[config.mk]
export PLATFORM = sky130hd
export DESIGN_NAME = hv_precharge_ready_to_drive_sequencer
export DESIGN_NICKNAME = d
export VERILOG_FILES = /design/src/rtl/hvps_pkg.sv /design/src/rtl/hvps_ctrl.sv /design/src/rtl/hvps_dp.sv /design/src/rtl/hv_precharge_ready_to_drive_sequencer.sv
export VERILOG_INCLUDE_DIRS = /design/src /design/src/rtl
export SDC_FILE = /design/constraint.sdc
export NUM_CORES = 1
export LEC_CHECK = 0
export ABC_AREA = 1
export BUFFER_PORTS_ARGS = -buffer_cell sky130_fd_sc_hd__buf_2
export CAP_MARGIN = 25
export CORE_MARGIN = 2
export CORE_UTILIZATION = 59
export CTS_BUF_LIST = sky130_fd_sc_hd__clkbuf_8
export DETAILED_ROUTE_END_ITERATION = 8
export PLACE_DENSITY = 0.83
export SLEW_MARGIN = 20
export SYNTH_ARGS = -nofsm -noshare
export SYNTH_HDL_FRONTEND = slang
export SYNTH_SLANG_ARGS = --single-unit
[constraint.sdc]
create_clock -name clk -period 4.6 [get_ports clk]
set_input_delay 0.23 -clock clk [delete_from_list [all_inputs] [get_ports clk]]
set_output_delay 0.23 -clock clk [all_outputs]
set_load 0.03 [all_outputs]
[src/rtl/assert_macros.svh]
// Assertion macros used by the sequencer top level.
`ifndef ASSERT_MACROS_SVH
`define ASSERT_MACROS_SVH

// Same-cycle implication, checked on every rising edge outside reset.
`define HVPS_ASSERT_IMP(lbl, ante, cons) \
  lbl: assert property (@(posedge clk) disable iff (!rst_n) (ante) |-> (cons)) \
    else $error("same-cycle implication check failed");

// Next-cycle implication, checked on every rising edge outside reset.
`define HVPS_ASSERT_NXT(lbl, ante, cons) \
  lbl: assert property (@(posedge clk) disable iff (!rst_n) (ante) |=> (cons)) \
    else $error("next-cycle implication check failed");

`endif

[src/rtl/hvps_pkg.sv]
// Types and constants shared by the precharge and ready-to-drive sequencer.
package hvps_pkg;

  localparam int VOLT_W   = 16;
  localparam int TIME_W   = 32;
  localparam int TICK_W   = 16;
  localparam int TARGET_W = 10;
  localparam int CFG_IDX_W = 3;
  localparam int CFG_DATA_W = 16;

  localparam logic [VOLT_W-1:0] PACK_MIN_DECIVOLTS = 16'd100;
  localparam logic [TIME_W-1:0] SHUTDOWN_DWELL_MS  = 32'd500;

  // Register reset values.
  localparam logic [15:0]         RST_RISE_DELAY = 16'd500;
  localparam logic [15:0]         RST_MIN_RISE   = 16'd100;
  localparam logic [TARGET_W-1:0] RST_TARGET     = 10'd950;
  localparam logic [15:0]         RST_TIMEOUT    = 16'd5000;
  localparam logic [15:0]         RST_BUZZER     = 16'd2000;

  // Configuration register indexes.
  localparam logic [CFG_IDX_W-1:0] CFG_RISE_DELAY = 3'd0;
  localparam logic [CFG_IDX_W-1:0] CFG_MIN_RISE   = 3'd1;
  localparam logic [CFG_IDX_W-1:0] CFG_TARGET     = 3'd2;
  localparam logic [CFG_IDX_W-1:0] CFG_TIMEOUT    = 3'd3;
  localparam logic [CFG_IDX_W-1:0] CFG_BUZZER     = 3'd4;

  // Vehicle operating modes.
  typedef enum logic [2:0] {
    MODE_INIT  = 3'd0,
    MODE_LV    = 3'd1,
    MODE_PRE   = 3'd2,
    MODE_HV    = 3'd3,
    MODE_WAIT  = 3'd4,
    MODE_DRIVE = 3'd5,
    MODE_FAULT = 3'd6,
    MODE_SHUT  = 3'd7
  } mode_t;

  localparam logic [1:0] SEV_LIMP     = 2'd2;
  localparam logic [1:0] SEV_CRITICAL = 2'd3;

  typedef struct packed {
    logic [TICK_W-1:0] tick_ms;
    logic [1:0]        worst_severity;
    logic              battery_link_ok;
    logic              inverter_link_ok;
    logic              hv_request;
    logic              safety_loop_closed;
    logic              ready_button;
    logic              brake_pressed;
    logic [VOLT_W-1:0] link_decivolts;
    logic [VOLT_W-1:0] pack_decivolts;
  } in_item_t;

  typedef struct packed {
    logic [2:0] mode;
    logic       neg_contactor;
    logic       pos_contactor;
    logic       precharge_relay_on;
    logic       buzzer_on;
    logic       shutdown_drive;
    logic       inverter_on;
    logic       no_rise_fault;
    logic       timeout_fault;
  } out_item_t;

  // Commands from the controller to the datapath.
  typedef struct packed {
    logic capture;
    logic compute;
    logic commit;
  } hvps_cmd_t;

  // Controller sequencing states.
  typedef enum logic [2:0] {
    ST_IDLE = 3'b001,
    ST_MUL  = 3'b010,
    ST_UPD  = 3'b100
  } ctrl_state_t;

endpackage

[src/rtl/hvps_ctrl.sv]
// Controller that sequences one tick through capture, multiply and commit.
module hvps_ctrl
  import hvps_pkg::*;
(
  input  logic      clk,
  input  logic      rst_n,
  input  logic      in_valid,
  output logic      in_ready,
  output logic      out_valid,
  input  logic      out_ready,
  output hvps_cmd_t cmd
);

  ctrl_state_t state_r, state_nxt;
  logic        out_valid_r, out_valid_nxt;
  logic        slot_free;

  // The result register can take a new value when empty or being emptied.
  assign slot_free = !out_valid_r || out_ready;
  assign in_ready  = (state_r == ST_IDLE);
  assign out_valid = out_valid_r;

  // Next state and commands.
  always_comb begin
    state_nxt   = state_r;
    cmd         = '0;
    unique case (state_r)
      ST_IDLE: begin
        if (in_valid) begin
          cmd.capture = 1'b1;
          state_nxt   = ST_MUL;
        end
      end
      ST_MUL: begin
        cmd.compute = 1'b1;
        state_nxt   = ST_UPD;
      end
      ST_UPD: begin
        if (slot_free) begin
          cmd.commit = 1'b1;
          state_nxt  = ST_IDLE;
        end
      end
      default: state_nxt = ST_IDLE;
    endcase
  end

  // Result valid flag: set by a commit, cleared by a transfer.
  always_comb begin
    out_valid_nxt = out_valid_r;
    if (cmd.commit) begin
      out_valid_nxt = 1'b1;
    end else if (out_ready) begin
      out_valid_nxt = 1'b0;
    end
  end

  always_ff @(posedge clk) begin
    if (!rst_n) begin
      state_r     <= ST_IDLE;
      out_valid_r <= 1'b0;
    end else begin
      state_r     <= state_nxt;
      out_valid_r <= out_valid_nxt;
    end
  end

endmodule

[src/rtl/hvps_dp.sv]
// Datapath: configuration, mode state, timers, fill-ratio products and result register.
module hvps_dp
  import hvps_pkg::*;
#(
  parameter int FULL_SCALE_PERMILLE = 1000
) (
  input  logic                  clk,
  input  logic                  rst_n,
  input  hvps_cmd_t             cmd,
  input  in_item_t              in_item,
  input  logic                  cfg_we,
  input  logic [CFG_IDX_W-1:0]  cfg_index,
  input  logic [CFG_DATA_W-1:0] cfg_wdata,
  output out_item_t             out_item
);

  localparam int FS_W   = $clog2(FULL_SCALE_PERMILLE + 1);
  localparam int LINK_W = VOLT_W + FS_W;
  localparam int PACK_W = VOLT_W + TARGET_W;
  localparam int PROD_W = (LINK_W > PACK_W) ? LINK_W : PACK_W;
  localparam logic [FS_W-1:0] FS_K = FS_W'(FULL_SCALE_PERMILLE);

  // Configuration registers.
  logic [15:0]         rise_delay_r;
  logic [15:0]         min_rise_r;
  logic [TARGET_W-1:0] target_r;
  logic [15:0]         timeout_r;
  logic [15:0]         buzzer_r;

  // Architectural state.
  mode_t             mode_r, mode_nxt;
  logic              just_entered_r, just_entered_nxt;
  logic [TIME_W-1:0] time_r, time_nxt;
  logic [VOLT_W-1:0] start_v_r, start_v_nxt;
  logic              rise_checked_r, rise_checked_nxt;
  logic [TIME_W-1:0] hold_r, hold_nxt;

  // Captured item and intermediate results.
  in_item_t          item_r;
  logic [TIME_W-1:0] time_sum_r, time_sum_nxt;
  logic [TIME_W-1:0] hold_sum_r, hold_sum_nxt;
  logic [PROD_W-1:0] link_prod_r, pack_prod_r;
  out_item_t         out_r, out_nxt;

  logic [TIME_W:0]   time_wide, hold_wide;
  logic              links_ok, fill_ok, no_rise, tmo, do_enter, rc_used;
  logic [VOLT_W-1:0] now_v, start_used;
  mode_t             tgt;

  assign out_item = out_r;

  // Configuration writes.
  always_ff @(posedge clk) begin
    if (!rst_n) begin
      rise_delay_r <= RST_RISE_DELAY;
      min_rise_r   <= RST_MIN_RISE;
      target_r     <= RST_TARGET;
      timeout_r    <= RST_TIMEOUT;
      buzzer_r     <= RST_BUZZER;
    end else if (cfg_we) begin
      case (cfg_index)
        CFG_RISE_DELAY: rise_delay_r <= cfg_wdata;
        CFG_MIN_RISE:   min_rise_r   <= cfg_wdata;
        CFG_TARGET:     target_r     <= cfg_wdata[TARGET_W-1:0];
        CFG_TIMEOUT:    timeout_r    <= cfg_wdata;
        CFG_BUZZER:     buzzer_r     <= cfg_wdata;
        default: ;
      endcase
    end
  end

  // Saturating timer sums for the compute cycle.
  always_comb begin
    time_wide    = {1'b0, time_r} + (TIME_W + 1)'(item_r.tick_ms);
    hold_wide    = {1'b0, hold_r} + (TIME_W + 1)'(item_r.tick_ms);
    time_sum_nxt = time_wide[TIME_W] ? '1 : time_wide[TIME_W-1:0];
    hold_sum_nxt = hold_wide[TIME_W] ? '1 : hold_wide[TIME_W-1:0];
  end

  // Capture the item, then register the two cross products of the fill test.
  // floor(link * FS / pack) >= target holds exactly when link * FS >= target * pack.
  always_ff @(posedge clk) begin
    if (cmd.capture) begin
      item_r <= in_item;
    end
    if (cmd.compute) begin
      time_sum_r  <= time_sum_nxt;
      hold_sum_r  <= hold_sum_nxt;
      link_prod_r <= PROD_W'(item_r.link_decivolts) * PROD_W'(FS_K);
      pack_prod_r <= PROD_W'(item_r.pack_decivolts) * PROD_W'(target_r);
    end
  end

  // Mode step, applied on commit.
  always_comb begin
    mode_nxt         = mode_r;
    just_entered_nxt = 1'b0;
    time_nxt         = time_sum_r;
    start_v_nxt      = start_v_r;
    rise_checked_nxt = rise_checked_r;
    hold_nxt         = hold_r;
    no_rise          = 1'b0;
    tmo              = 1'b0;
    do_enter         = 1'b0;
    tgt              = mode_r;

    links_ok   = item_r.battery_link_ok && item_r.inverter_link_ok;
    now_v      = item_r.inverter_link_ok ? item_r.link_decivolts : '0;
    start_used = just_entered_r ? now_v : start_v_r;
    rc_used    = just_entered_r ? 1'b0 : rise_checked_r;
    // An unusable ratio counts as zero, which passes only a zero target.
    if (!links_ok || (item_r.pack_decivolts < PACK_MIN_DECIVOLTS)) begin
      fill_ok = (target_r == '0);
    end else begin
      fill_ok = (link_prod_r >= pack_prod_r);
    end

    if ((item_r.worst_severity == SEV_CRITICAL) && (mode_r != MODE_FAULT) &&
        (mode_r != MODE_SHUT)) begin
      do_enter = 1'b1;
      tgt      = MODE_FAULT;
    end else begin
      unique case (mode_r)
        MODE_INIT: begin
          if (links_ok) begin
            do_enter = 1'b1;
            tgt      = MODE_LV;
          end
        end
        MODE_LV: begin
          if (item_r.hv_request && item_r.safety_loop_closed &&
              (item_r.worst_severity < SEV_LIMP)) begin
            do_enter = 1'b1;
            tgt      = MODE_PRE;
          end
        end
        MODE_PRE: begin
          start_v_nxt      = start_used;
          rise_checked_nxt = rc_used;
          if (!rc_used && (time_sum_r >= TIME_W'(rise_delay_r))) begin
            rise_checked_nxt = 1'b1;
            no_rise = ({1'b0, now_v} < ({1'b0, start_used} + {1'b0, min_rise_r}));
          end
          if (fill_ok) begin
            do_enter = 1'b1;
            tgt      = MODE_HV;
          end else if (time_sum_r >= TIME_W'(timeout_r)) begin
            tmo = 1'b1;
          end
          // A dropped request wins over reaching HV active on the same tick.
          if (!item_r.hv_request) begin
            do_enter = 1'b1;
            tgt      = MODE_LV;
          end
        end
        MODE_HV: begin
          do_enter = 1'b1;
          tgt      = item_r.hv_request ? MODE_WAIT : MODE_SHUT;
        end
        MODE_WAIT: begin
          if (!item_r.hv_request) begin
            do_enter = 1'b1;
            tgt      = MODE_SHUT;
          end else if (item_r.brake_pressed && item_r.ready_button) begin
            if (hold_sum_r >= TIME_W'(buzzer_r)) begin
              hold_nxt = '0;
              do_enter = 1'b1;
              tgt      = MODE_DRIVE;
            end else begin
              hold_nxt = hold_sum_r;
            end
          end else begin
            hold_nxt = '0;
          end
        end
        MODE_DRIVE: begin
          if (!item_r.hv_request) begin
            do_enter = 1'b1;
            tgt      = MODE_SHUT;
          end
        end
        MODE_FAULT: begin
          if ((item_r.worst_severity != SEV_CRITICAL) && !item_r.hv_request) begin
            do_enter = 1'b1;
            tgt      = MODE_LV;
          end
        end
        MODE_SHUT: begin
          if (time_sum_r > SHUTDOWN_DWELL_MS) begin
            do_enter = 1'b1;
            tgt      = MODE_LV;
          end
        end
        default: ;
      endcase
    end

    // Moving to a different mode restarts the mode timer.
    if (do_enter && (tgt != mode_r)) begin
      mode_nxt         = tgt;
      just_entered_nxt = 1'b1;
      time_nxt         = '0;
    end

    // Drives follow the mode after the step.
    out_nxt.mode               = mode_nxt;
    out_nxt.neg_contactor      = (mode_nxt == MODE_PRE) || (mode_nxt == MODE_HV) ||
                                 (mode_nxt == MODE_WAIT) || (mode_nxt == MODE_DRIVE);
    out_nxt.pos_contactor      = (mode_nxt == MODE_HV) || (mode_nxt == MODE_WAIT) ||
                                 (mode_nxt == MODE_DRIVE);
    out_nxt.precharge_relay_on = (mode_nxt == MODE_PRE);
    out_nxt.buzzer_on          = (mode_nxt == MODE_WAIT) && (hold_nxt != '0);
    out_nxt.shutdown_drive     = (mode_nxt == MODE_FAULT);
    out_nxt.inverter_on        = (mode_nxt == MODE_DRIVE);
    out_nxt.no_rise_fault      = no_rise;
    out_nxt.timeout_fault      = tmo;
  end

  // State update on commit.
  always_ff @(posedge clk) begin
    if (!rst_n) begin
      mode_r         <= MODE_INIT;
      just_entered_r <= 1'b1;
      time_r         <= '0;
      start_v_r      <= '0;
      rise_checked_r <= 1'b0;
      hold_r         <= '0;
    end else if (cmd.commit) begin
      mode_r         <= mode_nxt;
      just_entered_r <= just_entered_nxt;
      time_r         <= time_nxt;
      start_v_r      <= start_v_nxt;
      rise_checked_r <= rise_checked_nxt;
      hold_r         <= hold_nxt;
    end
  end

  // Result register.
  always_ff @(posedge clk) begin
    if (cmd.commit) begin
      out_r <= out_nxt;
    end
  end

endmodule

[src/rtl/hv_precharge_ready_to_drive_sequencer.sv]
// Top level of the HV precharge and ready-to-drive sequencer.
// Each tick is captured, multiplied and then committed to the registered result.
// A new tick is taken only once the previous one has been committed.
// A result that is not taken holds the commit, and with it the next tick transfer.
// Synchronous active-low reset returns to init mode, clears the timers and reloads registers.
`include "assert_macros.svh"

module hv_precharge_ready_to_drive_sequencer
  import hvps_pkg::*;
#(
  parameter int FULL_SCALE_PERMILLE = 1000
) (
  input  logic                  clk,
  input  logic                  rst_n,
  input  logic                  in_valid,
  output logic                  in_ready,
  input  in_item_t              in_item,
  output logic                  out_valid,
  input  logic                  out_ready,
  output out_item_t             out_item,
  input  logic                  cfg_valid,
  output logic                  cfg_ready,
  input  logic [CFG_IDX_W-1:0]  cfg_index,
  input  logic [CFG_DATA_W-1:0] cfg_wdata
);

  hvps_cmd_t cmd;

  // Register writes are always taken.
  assign cfg_ready = 1'b1;

  hvps_ctrl u_ctrl (
    .clk       (clk),
    .rst_n     (rst_n),
    .in_valid  (in_valid),
    .in_ready  (in_ready),
    .out_valid (out_valid),
    .out_ready (out_ready),
    .cmd       (cmd)
  );

  hvps_dp #(
    .FULL_SCALE_PERMILLE (FULL_SCALE_PERMILLE)
  ) u_dp (
    .clk       (clk),
    .rst_n     (rst_n),
    .cmd       (cmd),
    .in_item   (in_item),
    .cfg_we    (cfg_valid && cfg_ready),
    .cfg_index (cfg_index),
    .cfg_wdata (cfg_wdata)
    ,
    .out_item  (out_item)
  );

  // Only one tick is in flight: a transfer closes the input until commit.
  `HVPS_ASSERT_NXT(a_one_in_flight, in_valid && in_ready, !in_ready)
  // The positive contactor never closes without the negative one.
  `HVPS_ASSERT_IMP(a_contactor_order, out_valid && out_item.pos_contactor,
                   out_item.neg_contactor)
  // The inverter is enabled only with both contactors closed.
  `HVPS_ASSERT_IMP(a_inverter_hv, out_valid && out_item.inverter_on,
                   out_item.pos_contactor && out_item.neg_contactor)
  // A timeout is flagged only on a tick that stays in precharge or drops back to LV ready.
  `HVPS_ASSERT_IMP(a_timeout_mode, out_valid && out_item.timeout_fault,
                   (out_item.mode == MODE_PRE) || (out_item.mode == MODE_LV))

endmodule
* After elaboration in Yosys (flattened, before gate mapping) *
Cells that the tools add are included.

storage, ports and cells
  register bits = 343
  input bits = 80
  output and inout port bits = 14
  word-level logic and storage cells = 162

cells by class
  $add $sub $neg = 3
  $mul = 2
  $lt $le $gt $ge = 8
  equality and inequality tests = 26
  mux-type cells = 49
  bitwise operators = 3
  reductions and logical operators = 35

operators with widths
  operator                 number
  $mux W32                 6
  $ge A32 B16 Y1           3
  $add A32 B16 Y33         2
  $mux W3                  14
  $gt A32 B9 Y1 const B    1
  $mux W16                 2
  $reduce_bool A32 Y1      1
  $eq A3 B3 Y1 const B     9
  $ge A26 B26 Y1           1
  $mul A16 B10 Y26         1
  $pmux W3 S8              1
  $mul A16 B7 Y23 const B  1
  $mux W1                  23
  $eq A3 B2 Y1 const B     7
  $add A16 B16 Y17         1
  $lt A16 B17 Y1           1
  $lt A16 B7 Y1 const B    1
  $reduce_and A2 Y1        6
  $logic_and A1 B1 Y1      10
  $logic_not A10 Y1        1
  $eq A3 B1 Y1 const B     3
  $pmux W3 S3              1
  $pmux W1 S8              1
  $logic_or A1 B1 Y1       7
  13 further kinds         22

* Depth between registers and ports, before layout *
  depth in word-level cells = 15
  gate-level depth with buffers = 26
  mapped depth without buffers = 25

* Cells and area by module *
Synthesis repeated with hierarchy kept, for this count alone.

unflattened totals
  cell total of the unflattened synthesis = 3105
  area total of the unflattened synthesis = 25874.8 um^2

by module, submodules not included
  module                                 times used  cells an instance  area an instance (um^2)  seq. area each (um^2)
  hvps_dp                                1           3072               25653.4                  8588.2
  hvps_ctrl                              1           31                 210.2                    80.1
  hv_precharge_ready_to_drive_sequencer  1           2                  11.3                     0.0

* Least setup slack after synthesis *
Ideal clock, no wire load.

  path kind = register to register
  start = reg u_dp.target_r[8]
  end = reg u_dp.pack_prod_r[22] (data pin)
  setup time = 0.259 ns
  data arrival time = 4.830 ns
  required time = 4.341 ns
  slack = -0.488 ns
  cell stages (with the launch flop) = 20
  buffers on the path = 2
  clock period less this slack = 5.088 ns
  cells stage by stage = dfxtp_1 clkbuf_1 clkbuf_1 nand2_1 fa_1 fa_1 inv_1 fa_1 fa_1 fa_1 ha_1 a21oi_1 o21ai_0 nand2_1 o211ai_1 a21oi_1 o21bai_1 nand3_1 nand2_1 xor2_1

between the ends
  longest elaborated chain between the ends = 1

RTL lines
  item                    line           RTL
  from (decl)             hvps_dp.sv:26  logic [TARGET_W-1:0] target_r;
  from (signal assigned)  hvps_dp.sv:64  CFG_TARGET: target_r <= cfg_wdata[TARGET_W-1:0];
  $mul A16 B10 Y26        hvps_dp.sv:90  pack_prod_r <= PROD_W'(item_r.pack_decivolts) * PROD_W'(target_r);
  to (signal assigned)    hvps_dp.sv:90
  to (decl)               hvps_dp.sv:42  logic [PROD_W-1:0] link_prod_r, pack_prod_r;

Every way passes these cells.
A chain may end at the register's enable or synchronous reset.

* Worst setup path in the final report *
  start = reg u_dp.item_r[1] in the netlist's numbering
  end = reg u_dp.pack_prod_r[20] (data pin)

between the ends
  longest elaborated chain between the ends = 1

RTL lines
  item                    line           RTL
  from (decl)             hvps_dp.sv:39  in_item_t item_r;
  from (signal assigned)  hvps_dp.sv:84  item_r <= in_item;
  $mul A16 B10 Y26        hvps_dp.sv:90

Every way passes these cells.

==> impl_metrics.env <==
export IMPL_grt_pass1_vias=23100
export IMPL_worstReg2RegStart="u_dp.item_r[1]"
export IMPL_clk_pin_slew_worst_paths_ps=70
export IMPL_core_um2=43000
export IMPL_utilization=0.708
export IMPL_synth_area_leaders="edfxtp_1, fa_1, dfxtp_1"
export IMPL_grt_use_met3=0.0493
export IMPL_p_leak_nw=14.8
export IMPL_place_area_um2=27500
export IMPL_grt_max_degree=99
export IMPL_placed_cells=3777
export IMPL_timing_fmax_mhz=206
export IMPL_fin_cells=4013
export IMPL_total_power_mw=17.4
export IMPL_ant_nets=0
export IMPL_status="finished, violations left"
export IMPL_drive_gt1_frac=0.151
export IMPL_ir_drop_uv=974
export IMPL_drv_slew=0
export IMPL_clk_latency_ps=700
export IMPL_worstHoldPathCells=4
export IMPL_ys_flop_type="edfxtp_1"
export IMPL_die_w_um=212
export IMPL_drtIter0Drc=1882
export IMPL_numCtsBuffers=58
export IMPL_rsz0062_at_grt="yes"
export IMPL_setup_viol=13
export IMPL_crit_type="reg -> reg"
export IMPL_yosysMostFrequentCell="nand2_1"
export IMPL_critPathMaxFanout=6
export IMPL_syn_area_um2=25600
export IMPL_grt_use_met2=0.543
export IMPL_wl_mm=68.3
export IMPL_hp_start="cfg_index[2]"
export IMPL_synth_distinct_cells=54
export IMPL_yosys_top_cells_count="nand2_1, inv_1, ha_1, nor2_1, a21oi_1"
export IMPL_track_usage=0.305
export IMPL_synth_top_area_share=0.211
export IMPL_dr_total_vias=22400
export IMPL_wl_per_cell_um=17.0
export IMPL_worst_pin_slew_ps=969
export IMPL_final_area_um2=30400
export IMPL_die_area_um2=45100
export IMPL_yosysSeqAreaShare=0.339
export IMPL_cp_start_kind="register"
export IMPL_cp_arrival_ps=5270
export IMPL_antenna_found_initial=1
export IMPL_synthToLayoutAreaGrowth_pct=18.8
export IMPL_grt_pass1_wl_mm=110
export IMPL_pre_cts_ws_ps=-467
export IMPL_finalNetCount=3874
export IMPL_cts_tree="built"
export IMPL_r2r_setup_slack_ps=-250
export IMPL_period_minus_slack_ps=4850
export IMPL_dpl_hpwl_mm=48.8
export IMPL_grt_use_met1=0.358
export IMPL_die_h_um=212
export IMPL_port_buffers=92
export IMPL_root_buffer="clkbuf_8"
export IMPL_r2r_end="u_dp.pack_prod_r[20]"
export IMPL_cap_violations=0
export IMPL_synth_seq_cells=343
export IMPL_drcViolationCount=0
export IMPL_synth_avg_cell_area_um2=8.34
export IMPL_holdPathEnd="u_dp.buzzer_r[10]"
export IMPL_ys_async_sr_fraction=0
export IMPL_slew_headroom=0.354
export IMPL_drtPass1Iterations=6
export IMPL_cts_buffer_depth=3
export IMPL_pin_count=94
export IMPL_fin_ws_ps=-248
export IMPL_skew_ps=36.1
export IMPL_setup_worst_path_end_class="register"
export IMPL_n_fill_cell=3157
export IMPL_violations="setup timing"
export IMPL_cts_htree_levels=2
export IMPL_gp_routability_congestion=0.958
export IMPL_synth_net_count=3563
export IMPL_grt_ovfl_total=0
export IMPL_synth_area_leader_cell="edfxtp_1"
export IMPL_reg2regPathDepth=16
export IMPL_cts_sinks=343
export IMPL_period_share=1.05
export IMPL_start_util=0.596
export IMPL_avgViaCountPerCell=5.59
export IMPL_ys_warn_count=0
export IMPL_worstHoldPathType="in -> reg"
export IMPL_netlist_instances=3068
export IMPL_busiest_layer="met2"
export IMPL_cp_data_required_time_ps=5020
export IMPL_synth_edf_count=180
export IMPL_power_density_nw_per_um2=573
export IMPL_finalHoldViolations=0
export IMPL_num_rows=76
critical path, stage by stage (launching register included):
cell and delay [ps]:
edfxtp_1 530, nand2_2 100, fa_1 490, fa_1 530, inv_2 50, fa_1 570
fa_1 460, fa_1 570, ha_4 240, a21oi_4 150, o21ai_2 80, nand2_1 60
o211ai_1 160, a21oi_4 200, o21bai_1 120, buf_4 140, xor2_1 140
layout make-up:
cell class | count | area, µm² | area share
Multi-Input combinational cell | 2093 | 15100 | 0.497
Tap cell | 585 | 732 | 0.0241
Inverter | 529 | 1990 | 0.0654
Clock buffer | 70 | 963 | 0.0317
Sequential cell | 343 | 8690 | 0.286
Timing Repair Buffer | 354 | 2700 | 0.0887
Antenna cell | 1 | 2.50 | 0.0000823
Clock inverter | 38 | 231 | 0.00761
metal layers:
layer | vias to the layer above | wire, µm
li1 | 10600 | -
met1 | 10700 | 25800
met2 | 936 | 34400
met3 | 227 | 4810
met4 | 0 | 3200
met5 | - | 0
registers in the layout, summed over array words and instances (netlist names), 3 cells and up:
signal and flops:
u_ctrl.state_r 3, u_dp.buzzer_r 16, u_dp.hold_r 32, u_dp.hold_sum_r 32, u_dp.item_r 56, u_dp.link_prod_r 23, u_dp.min_rise_r 16, u_dp.mode_r 3
u_dp.out_item 11, u_dp.pack_prod_r 26, u_dp.rise_delay_r 16, u_dp.start_v_r 16, u_dp.target_r 10, u_dp.time_r 32, u_dp.time_sum_r 32, u_dp.timeout_r 16
layout by cell type (no fill, tap or decap), drive strengths merged, types with 18 or more instances in the layout:
cell type,n
a211oi,22
edfxtp,180
nor2,243
o21bai,24
dlygate4sd3,75
nand4,25
nand3,174
inv,553
nor3,44
nand2,598
a21oi,205
xnor2,21
o211ai,18
buf,278
o21ai,176
ha,248
xor2,53
fa,167
dfxtp,163
clkbuf,71
worst max-delay path by stage:
stage / start / endpoint / depth (start not counted)
after detailed placement: u_dp.target_r[3] / u_dp.pack_prod_r[21] / 16
after CTS: u_dp.item_r[6] / u_dp.pack_prod_r[20] / 17
after global routing: u_dp.item_r[1] / u_dp.pack_prod_r[22] / 17
after floorplan: u_dp.target_r[3] / u_dp.pack_prod_r[22] / 19
final: u_dp.item_r[1] / u_dp.pack_prod_r[20] / 16
after global placement: u_dp.target_r[3] / u_dp.pack_prod_r[22] / 17
where the power goes:
group / switching (mW) / leakage, nW / internal (mW) / total, mW
sequential: 0.0950 / 2.98 / 3.74 / 3.84
combinational: 5.66 / 11.1 / 5.08 / 10.7
clock: 1.35 / 0.707 / 1.50 / 2.84
total: 7.10 / 14.8 / 10.3 / 17.4
repair_timing:
action / in CTS / in global routing
endpoints found under the hold margin: 134 / 0
endpoints found under the setup margin: 18 / 21
buffers inserted: 25 / 26
pin swaps: 27 / 77
gates resized for setup: 58 / 84
hold buffers: 75 / 0
metrics by stage:
step	setup TNS [ps]	hold WS, ps
after floorplan	0	329
after global placement	-1770	407
after detailed placement	-5130	408
after CTS	-602	35.8
after global routing	-4050	64.7
final	-1470	63.8
logic make-up after synthesis:
logic type | after synthesis | share of synthesized area
AND/OR/NAND/NOR | 1118 | 0.183
AO/OA/AOI/OAI | 485 | 0.106
XOR/XNOR | 74 | 0.0253
adder cells (fa/ha/maj) | 415 | 0.252
buffers and inverters | 632 | 0.0953
flip-flops | 343 | 0.339
other | 1 | 0.000146
(Power assumes the default switching activity.)
